### src/design/mbdc_pkg.sv
// ----------------------------------------------------------------------------
// mbdc_pkg: shared types and constants for the muon burst deframer
// Word-pair input type, classified item type, result type and status codes.
// ----------------------------------------------------------------------------
package mbdc_pkg;

	localparam int BurstLenDefault   = 20;
	localparam int QueueDepthDefault = 4;

	localparam logic [31:0] HeaderFlag = 32'h8000_0000;
	localparam logic [30:0] TagMask    = 31'h7fff_ffff;
	localparam logic [5:0]  SampleMax  = 6'd63;

	typedef enum logic [1:0] {
		ST_HEADER = 2'd0,
		ST_SAMPLE = 2'd1,
		ST_ORPHAN = 2'd2,
		ST_EXTRA  = 2'd3
	} status_t;

	typedef struct packed {
		logic [31:0] word_lo;
		logic [31:0] word_hi;
		logic        buffer_end;
	} in_t;

	// Word pair after classification, as held between front and back
	typedef struct packed {
		logic        is_header;
		logic [30:0] time_tag;
		logic [30:0] trigger_tag;
		logic [11:0] adc_a;
		logic [11:0] adc_b;
		logic [11:0] adc_c;
		logic [11:0] adc_d;
		logic [6:0]  seq_number;
		logic        last;
	} item_t;

	typedef struct packed {
		status_t     status;
		logic [15:0] burst_index;
		logic [5:0]  sample_index;
		logic [30:0] time_tag;
		logic [30:0] trigger_tag;
		logic [11:0] adc_a;
		logic [11:0] adc_b;
		logic [11:0] adc_c;
		logic [11:0] adc_d;
		logic [6:0]  seq_number;
		logic        burst_corrupt;
		logic        burst_complete;
	} out_t;

endpackage

### src/design/muon_burst_deframe_check.sv
// ----------------------------------------------------------------------------
// muon_burst_deframe_check: muon capture buffer deframer and burst checker
//
//   channel  | handshake         | payload
//   ---------+-------------------+------------------------------------------
//   input    | push / full       | item   : word_lo, word_hi, buffer_end
//   result   | pop / empty       | result : status, indices, tags, ADCs, flags
//
// One word pair per cycle while full is low, one result per pair. A pair is
// classified and written to the input queue on its transfer; the tracker
// moves it into the result queue whenever that queue has room. Reset clears
// counters and both queues at once. A stalled result side fills the result
// queue, then the input queue, then raises full.
// ----------------------------------------------------------------------------
module muon_burst_deframe_check #(
	parameter int BURST_LEN   = mbdc_pkg::BurstLenDefault,
	parameter int QUEUE_DEPTH = mbdc_pkg::QueueDepthDefault
) (
	input  logic           clk,
	input  logic           arst_n,
	input  logic           push,
	output logic           full,
	input  mbdc_pkg::in_t  item,
	output logic           empty,
	input  logic           pop,
	output mbdc_pkg::out_t result
);

	import mbdc_pkg::*;

	item_t cls;
	item_t head;
	out_t  res;
	logic  head_empty;
	logic  res_full;
	logic  advance;

	mbdc_front u_front (
		.item (item),
		.cls  (cls)
	);

	mbdc_queue #(
		.T     (item_t),
		.DEPTH (QUEUE_DEPTH)
	) u_in_queue (
		.clk    (clk),
		.arst_n (arst_n),
		.push   (push),
		.wdata  (cls),
		.full   (full),
		.pop    (advance),
		.rdata  (head),
		.empty  (head_empty)
	);

	// advance the tracker only when there is room for its result
	assign advance = !head_empty && !res_full;

	mbdc_back #(
		.BURST_LEN (BURST_LEN)
	) u_back (
		.clk     (clk),
		.arst_n  (arst_n),
		.advance (advance),
		.cls     (head),
		.res     (res)
	);

	mbdc_queue #(
		.T     (out_t),
		.DEPTH (QUEUE_DEPTH)
	) u_out_queue (
		.clk    (clk),
		.arst_n (arst_n),
		.push   (advance),
		.wdata  (res),
		.full   (res_full),
		.pop    (pop),
		.rdata  (result),
		.empty  (empty)
	);

endmodule

### src/design/mbdc_queue.sv
// ----------------------------------------------------------------------------
// mbdc_queue: small first-in first-out queue
// Register-array queue with push/full and pop/empty sides, any entry type.
// ----------------------------------------------------------------------------
module mbdc_queue #(
	parameter type T     = logic,
	parameter int  DEPTH = 4
) (
	input  logic clk,
	input  logic arst_n,
	input  logic push,
	input  T     wdata,
	output logic full,
	input  logic pop,
	output T     rdata,
	output logic empty
);

	localparam int PtrW = (DEPTH > 1) ? $clog2(DEPTH) : 1;
	localparam int CntW = $clog2(DEPTH + 1);

	T                mem [DEPTH];
	logic [PtrW-1:0] wr_ptr_q;
	logic [PtrW-1:0] rd_ptr_q;
	logic [CntW-1:0] count_q;
	logic            do_push;
	logic            do_pop;

	assign full    = (count_q == CntW'(DEPTH));
	assign empty   = (count_q == '0);
	assign do_push = push && !full;
	assign do_pop  = pop && !empty;
	assign rdata   = mem[rd_ptr_q];

	always_ff @(posedge clk) begin
		if (do_push) begin
			mem[wr_ptr_q] <= wdata;
		end
	end

	always_ff @(posedge clk or negedge arst_n) begin
		if (!arst_n) begin
			wr_ptr_q <= '0;
			rd_ptr_q <= '0;
			count_q  <= '0;
		end else begin
			if (do_push) begin
				wr_ptr_q <= (wr_ptr_q == PtrW'(DEPTH - 1)) ? '0 : wr_ptr_q + 1'b1;
			end
			if (do_pop) begin
				rd_ptr_q <= (rd_ptr_q == PtrW'(DEPTH - 1)) ? '0 : rd_ptr_q + 1'b1;
			end
			if (do_push && !do_pop) begin
				count_q <= count_q + 1'b1;
			end else if (do_pop && !do_push) begin
				count_q <= count_q - 1'b1;
			end
		end
	end

endmodule

### src/design/mbdc_front.sv
// ----------------------------------------------------------------------------
// mbdc_front: word-pair classifier
// Splits a word pair into header tags or ADC samples and sequence number.
// ----------------------------------------------------------------------------
module mbdc_front (
	input  mbdc_pkg::in_t   item,
	output mbdc_pkg::item_t cls
);

	import mbdc_pkg::*;

	always_comb begin
		cls             = '0;
		cls.is_header   = (item.word_lo & HeaderFlag) != '0;
		cls.last        = item.buffer_end;
		if (cls.is_header) begin
			cls.time_tag    = item.word_lo[30:0] & TagMask;
			cls.trigger_tag = item.word_hi[30:0] & TagMask;
		end else begin
			cls.adc_a      = item.word_lo[11:0];
			cls.adc_b      = item.word_lo[27:16];
			cls.adc_c      = item.word_hi[11:0];
			cls.adc_d      = item.word_hi[27:16];
			// low nibble from bits 15..12, top three bits from 30..28
			cls.seq_number = {item.word_hi[30:28], item.word_hi[15:12]};
		end
	end

endmodule

### src/design/mbdc_back.sv
// ----------------------------------------------------------------------------
// mbdc_back: burst tracker and sequence checker
// Holds burst and sample counters, checks sequence numbers, forms results.
// ----------------------------------------------------------------------------
module mbdc_back #(
	parameter int BURST_LEN = mbdc_pkg::BurstLenDefault
) (
	input  logic            clk,
	input  logic            arst_n,
	input  logic            advance,
	input  mbdc_pkg::item_t cls,
	output mbdc_pkg::out_t  res
);

	import mbdc_pkg::*;

	logic [15:0] burst_q;
	logic [5:0]  sample_q;
	logic        corrupt_q;
	logic        seen_q;

	logic [15:0] burst_d;
	logic [5:0]  sample_d;
	logic        corrupt_d;
	logic        seen_d;
	logic        in_burst;
	logic        mismatch;

	assign in_burst = {1'b0, sample_q} < 7'(BURST_LEN - 1);
	assign mismatch = cls.seq_number != ({1'b0, sample_q} + 7'd1);

	always_comb begin
		res       = '0;
		burst_d   = burst_q;
		sample_d  = sample_q;
		corrupt_d = corrupt_q;
		seen_d    = seen_q;
		if (cls.is_header) begin
			burst_d         = seen_q ? burst_q + 16'd1 : 16'd0;
			seen_d          = 1'b1;
			sample_d        = '0;
			corrupt_d       = 1'b0;
			res.status      = ST_HEADER;
			res.burst_index = burst_d;
			res.time_tag    = cls.time_tag;
			res.trigger_tag = cls.trigger_tag;
		end else begin
			res.adc_a      = cls.adc_a;
			res.adc_b      = cls.adc_b;
			res.adc_c      = cls.adc_c;
			res.adc_d      = cls.adc_d;
			res.seq_number = cls.seq_number;
			if (!seen_q) begin
				res.status = ST_ORPHAN;
			end else begin
				res.burst_index  = burst_q;
				res.sample_index = sample_q;
				if (in_burst) begin
					corrupt_d          = corrupt_q | mismatch;
					res.status         = ST_SAMPLE;
					res.burst_complete = {1'b0, sample_q} == 7'(BURST_LEN - 2);
				end else begin
					res.status = ST_EXTRA;
				end
				res.burst_corrupt = corrupt_d;
				// saturate at SampleMax rather than wrap
				if (sample_q != SampleMax) begin
					sample_d = sample_q + 6'd1;
				end
			end
		end
		if (cls.last) begin
			burst_d   = '0;
			sample_d  = '0;
			corrupt_d = 1'b0;
			seen_d    = 1'b0;
		end
	end

	always_ff @(posedge clk or negedge arst_n) begin
		if (!arst_n) begin
			burst_q   <= '0;
			sample_q  <= '0;
			corrupt_q <= 1'b0;
			seen_q    <= 1'b0;
		end else if (advance) begin
			burst_q   <= burst_d;
			sample_q  <= sample_d;
			corrupt_q <= corrupt_d;
			seen_q    <= seen_d;
		end
	end

endmodule

### config.mk
export PLATFORM = sky130hd
export DESIGN_NAME = muon_burst_deframe_check
export DESIGN_NICKNAME = d
export VERILOG_FILES = /design/src/design/mbdc_pkg.sv /design/src/design/muon_burst_deframe_check.sv /design/src/design/mbdc_queue.sv /design/src/design/mbdc_front.sv /design/src/design/mbdc_back.sv
export SDC_FILE = /design/constraint.sdc
export NUM_CORES = 1
export LEC_CHECK = 0
export BUFFER_PORTS_ARGS = -buffer_cell sky130_fd_sc_hd__buf_2
export CAP_MARGIN = 25
export CORE_MARGIN = 2
export CORE_UTILIZATION = 50
export CTS_BUF_LIST = sky130_fd_sc_hd__clkbuf_4
export DETAILED_ROUTE_END_ITERATION = 10
export HOLD_SLACK_MARGIN = 0.03
export PLACE_DENSITY = 0.77
export SKIP_CTS_REPAIR_TIMING = 1
export SLEW_MARGIN = 20
export SYNTH_ARGS = -nofsm -noshare
export SYNTH_HDL_FRONTEND = slang
export SYNTH_SLANG_ARGS = --single-unit
### constraint.sdc
create_clock -name clk -period 4.3 [get_ports clk]
set_input_delay 0.86 -clock clk [delete_from_list [all_inputs] [get_ports clk]]
set_output_delay 0.86 -clock clk [all_outputs]
set_load 0.01 [all_outputs]
## After elaboration in Yosys (flattened, before gate mapping)

Memories as Yosys holds them, arrays and structs flattened.
Index checks and enable logic that the tools add are counted.

| storage, ports and cells | value |
|---|---|
| bits in registers | 38 |
| bits in writable memories | 1048 |
| input bits | 69 |
| memories | 2 |

| operators by class | value |
|---|---|
| add/sub/neg operators | 11 |
| magnitude comparators | 1 |
| eq/ne operators | 9 |
| muxes and demuxes | 36 |
| bitwise gates (word level) | 1 |
| reduce and logical (&&, ||, !) cells | 27 |

Memory list:

| memory | depth | bits a word | read ports | clocked after Yosys merged registers in | write ports | line | source |
|---|---|---|---|---|---|---|---|
| u_out_queue.mem | 4 | 143 | 1 | 0 | 1 | mbdc_queue.sv:22 | `T mem [DEPTH];` |
| u_in_queue.mem | 4 | 119 | 1 | 0 | 1 | mbdc_queue.sv:22 |  |

Operators with widths:

| cell | count |
|---|---|
| 62-bit two-way mux | 2 |
| 57-bit two-way mux | 1 |
| 55-bit two-way mux | 1 |
| 16-bit two-way mux | 3 |
| 6-bit two-way mux | 5 |
| 22-bit two-way mux | 1 |
| 18-bit two-way mux | 1 |
| 16-bit by 1-bit adder with 16-bit output, second input constant | 1 |
| 2-bit two-way mux | 7 |
| 3-bit two-way mux | 4 |
| 1-bit two-way mux | 11 |
| 1-bit logical AND | 9 |
| 2-bit by 1-bit adder with 2-bit output, second input constant | 4 |
| 2-bit == test, second input constant | 4 |
| 1-bit zero test | 8 |
| 6-bit by 1-bit adder with 7-bit output, second input constant | 1 |
| 7-bit inequality test | 1 |
| 3-bit by 1-bit adder with 3-bit output, second input constant | 2 |
| 6-bit by 1-bit adder with 6-bit output, second input constant | 1 |
| 3-bit == test, second input constant | 2 |
| 6-bit by 5-bit == test with 1-bit output, second input constant | 1 |
| 3-bit zero test | 2 |
| 6-bit by 5-bit less-than comparator with 1-bit output, second input constant | 1 |
| 6-bit inequality test, second input constant | 1 |
| other kinds (6) | 11 |

## Depth between registers and ports, before layout

| logic depth | value |
|---|---|
| depth after elaboration | 8 |
| depth in mapped cells | 9 |

## Hierarchy

Synthesis repeated with hierarchy kept, for this count alone.

| unflattened totals | value |
|---|---|
| cells, all modules | 1934 |
| area total of the unflattened synthesis | 42100.4 sq um |

By module, submodules not included:

| module | instances | cells an instance | area each (sq um) | sequential area each (sq um) |
|---|---|---|---|---|
| mbdc_queue at u_out_queue | 1 | 784 | 21030.2 | 17351.6 |
| mbdc_queue at u_in_queue | 1 | 659 | 17608.1 | 14468.9 |
| mbdc_back | 1 | 359 | 2633.8 | 600.6 |
| mbdc_front | 1 | 131 | 824.5 | 0.0 |
| muon_burst_deframe_check | 1 | 1 | 3.8 | 0.0 |

## Least setup slack after synthesis

No wires, ideal clock.

| timing path | value |
|---|---|
| kind | register to register |
| from | register u_out_queue.count_q[2] |
| to | memory u_out_queue.mem[0][0] (netlist bit), enable pin |
| setup time | 0.520 ns |
| arrival time | 3.946 ns |
| slack | -0.166 ns |
| stages on the path, launching flop included | 3 |
| path buffers | 0 |
| period minus slack after synthesis | 4.466 ns |
| path through | dfrtp_1 -> or3b_2 -> and3_1 |

| on the way | value |
|---|---|
| longest elaborated chain between the ends | 6 |

RTL lines:

| element | line | source |
|---|---|---|
| start: declaration | mbdc_queue.sv:25 | `logic [CntW-1:0] count_q;` |
| start signal: assignment | mbdc_queue.sv:54 | `count_q <= count_q + 1'b1;` |
| start signal: assignment | mbdc_queue.sv:56 | `count_q <= count_q - 1'b1;` |
| 3-bit == test (*) | mbdc_queue.sv:29 | `assign full = (count_q == CntW'(DEPTH));` |
| 1-bit zero test (*) | muon_burst_deframe_check.sv:58, mbdc_queue.sv:31 |  |
| 1-bit logical AND | muon_burst_deframe_check.sv:58 | `assign advance = !head_empty && !res_full;` |
| 1-bit logical AND (*) | mbdc_queue.sv:31 | `assign do_push = push && !full;` |
| 1-bit two-way mux (*) | mbdc_queue.sv:36 | `if (do_push) begin` |
| 1-bit two-way mux (not written as such) (*) | mbdc_queue.sv:37 | `mem[wr_ptr_q] <= wdata;` |
| end: declaration | mbdc_queue.sv:22 |  |

Mark *: on every way between the ends. The rest lies on a longest branch, timed or not.

==> key figures <==
Finish
  • Area grow syn2layout: 13.7%
  • Final Core Density: 57.1%
  • Commonest non-fill, non-tap cells in the layout: 1048 x edfxtp_1, 388 x clkbuf_4, 261 x mux4_2, 211 x buf_2, 133 x and2_1
  • Most common cell after layout, fill and taps aside: edfxtp_1
  • Fillers: 5996
  • Post-route insts no fill: 3622
  • Design Area, Final: 47600 um^2
  • Proportion of layout cells with a drive suffix above 1: 36.9%
  • Area occupied by multi-input gates: 8970 um^2
  • FF/Latch Area: 32400 um^2
  • Nets: 2461

Hold path
  • Hold path depth: 2
  • Hold path start: item[43]
  • Hold Path Class: input port to register

STA
  • Final min period: 3.83 ns
  • Setup tns final: 0 ns
  • Final period util: 89.1%
  • Relative slew slack: 35.5%
  • Fmax: 261 MHz
  • Unrepaired setup endpoints after global routing: no
  • Final hold violations: 0
  • Slew @ Worst Pin: 0.967 ns
  • Max Slew Vio Count: 0
  • Worst Skew: 0.112 ns
  • Hold_ws: 0.136 ns
  • Setup violators final: 0

Placed design
  • Placed Area: 44300 um^2
  • GP Congestion: 0.790
  • DP HPWL: 49.2 mm
  • DP Cell Count: 3170
  • # port buffers: 212

Critical path
  • Critical Path Source Type: register
  • CP required: 3.44 ns
  • Endpoint class of the critical path: output pin
  • Worst flop-to-flop path startpoint: u_in_queue.rd_ptr_q[1]$_DFFE_PN0P_
  • Worst-case reg-to-reg path depth: 7
  • Crit Path Class: register to output pin
  • R2r setup slk: 1.48 ns
  • Max FO, Critical Path: 33
  • Worst EP arrival: 2.97 ns
  • Worst Setup SP: u_out_queue.rd_ptr_q[1]$_DFFE_PN0P_

Clock tree
  • CTS Sinks: 1086
  • Clock Latency Late Sink: 1.13 ns
  • Clock Path Buffers: 4
  • CTS tree: yes
  • H-tree Lvls: 5
  • Clock Pin Slew Worst Setup and Hold Paths: 0.06 ns
  • Num CTS Buffers: 281
  • CTS Root Buffer Type: clkbuf_4

Floorplan
  • Core Footprint: 83300 um^2
  • Starting density of the core: 50.2%
  • Die W: 293 um
  • DIE AREA: 86000 um^2
  • Top Ports: 214
  • Die Y: 293 um
  • # rows: 106

Synth
  • Sequential element share of the synthesized area: 77.5%
  • Main flop type after synthesis: edfxtp_1
  • Ys async rst share: 3.50%
  • Post-Syn Area per Cell: 21.6 um^2
  • Post-synth EDFFs: 1048
  • Cells after Synth: 1940
  • Number of library cell types mapped by synthesis: 50
  • Yosys reg bits: 1086
  • Post-Syn Area: 41900 um^2
  • Yosys warns: 0
  • Mapped Nets: 2026

Run
  • Max-Cap Viols: 0

Global routing
  • First-pass GRT wire length: 128 mm
  • Vias in the first global route: 21800
  • GRT Util Overall: 20.0%
  • Largest net degree at the start of global routing: 120
  • GRT Residual Overflow: 0
  • Antenna violations before repair: 10

Pwr
  • Leakage: 16.3 nW
  • PwrDens: 797 nW/um^2
  • Peak supply drop: 0.000572 V

Drt
  • Post-route DRC: 0
  • Via count: 20600
  • Via-to-Cell Ratio: 5.68
  • Final wirelength: 84.6 mm
  • Wire per inst: 23.4 um
  • DRT Pass-1 Iters: 5
  • Post-route ant nets: 0
  • Drt initial violations: 1819

Status
  • Status: complete, no violations
## stage by stage
step	total power [mW]	setup WS, ns
floorplan	25.4	1.16
global placement	29.5	1.30
detailed placement	30.1	1.25
CTS	38.4	0.298
global route	39.9	0.255
finish	37.9	0.468
## cells by family after synthesis
kind of cell | Yosys count | synth area share, %
compound gates | 66 | 0.891
xor+xnor | 27 | 0.598
fa+ha+maj | 17 | 0.544
buf+inv | 111 | 1.17
flops | 1086 | 77.5
mux | 266 | 14.2
simple gates | 367 | 5.12
## area by class of cell
type                    count  share of cell area, %
multi-input cells         743                   18.9
clock buffers             388                   6.12
flip-flops and latches   1086                   68.2
clock inverters            55                  0.720
inverters                  12                 0.0947
well taps                1080                   2.84
diodes                      7                 0.0368
repair buffers            251                   3.18
## Yosys cell counts (all sizes together) (4+ instances only)
cell type	n	area [um^2]
a21oi	7	35.0
a31oi	5	31.3
and2	137	857
and3	10	62.6
buf	45	243
clkbuf	54	204
dfrtp	38	951
edfxtp	1048	31500
ha	15	188
inv	11	41.3
mux4	262	5900
nand2	33	124
nand3	8	40.0
nand4	10	62.6
nor2	32	123
nor2b	113	707
nor3	7	35.0
o21ai	42	214
o31ai	4	30.0
or3	4	25.0
xnor2	12	105
xor2	14	123
## flip-flops by register name (all words and copies together) (netlist names)
register	count
u_out_queue.mem	572
u_in_queue.mem	476
u_back.burst_q	16
u_back.sample_q	6
u_in_queue.count_q	3
u_out_queue.count_q	3
u_in_queue.rd_ptr_q	2
u_in_queue.wr_ptr_q	2
u_out_queue.rd_ptr_q	2
u_out_queue.wr_ptr_q	2
u_back.corrupt_q	1
u_back.seen_q	1
## worst max-delay path, cell delays in order (launching register included)
cell and delay (ns):
dfrtp_4 0.74, buf_4 0.53, mux4_2 0.45, buf_2 0.17
## metal layers
metal | GRT usage (%) | wire (um) | vias up
li1 | - | - | 8884
met1 | 27.0 | 34800 | 10700
met2 | 32.0 | 42100 | 859
met3 | 4.83 | 5870 | 139
met4 | 7.09 | 1800 | 4
met5 | 0 | 27 | -
## worst paths after layout
kind                                                      end
setup reg to reg               u_back.burst_q[10]$_DFFE_PN0P_
setup / recovery                                    result[4]
min in group asynchronous       u_back.burst_q[0]$_DFFE_PN0P_
max in group asynchronous  u_in_queue.rd_ptr_q[0]$_DFFE_PN0P_
hold / removal                u_in_queue.mem[3][97]$_DFFE_PP_
hold reg to reg                u_back.burst_q[11]$_DFFE_PN0P_
## where the power goes
| part | switching, mW | internal (mW) |
|---|---|---|
| combinational | 7.23 | 4.91 |
| clock | 3.81 | 4.42 |
| sequential | 0.976 | 16.6 |
| total | 12.0 | 25.9 |
Power figures use the tool's default switching activity.
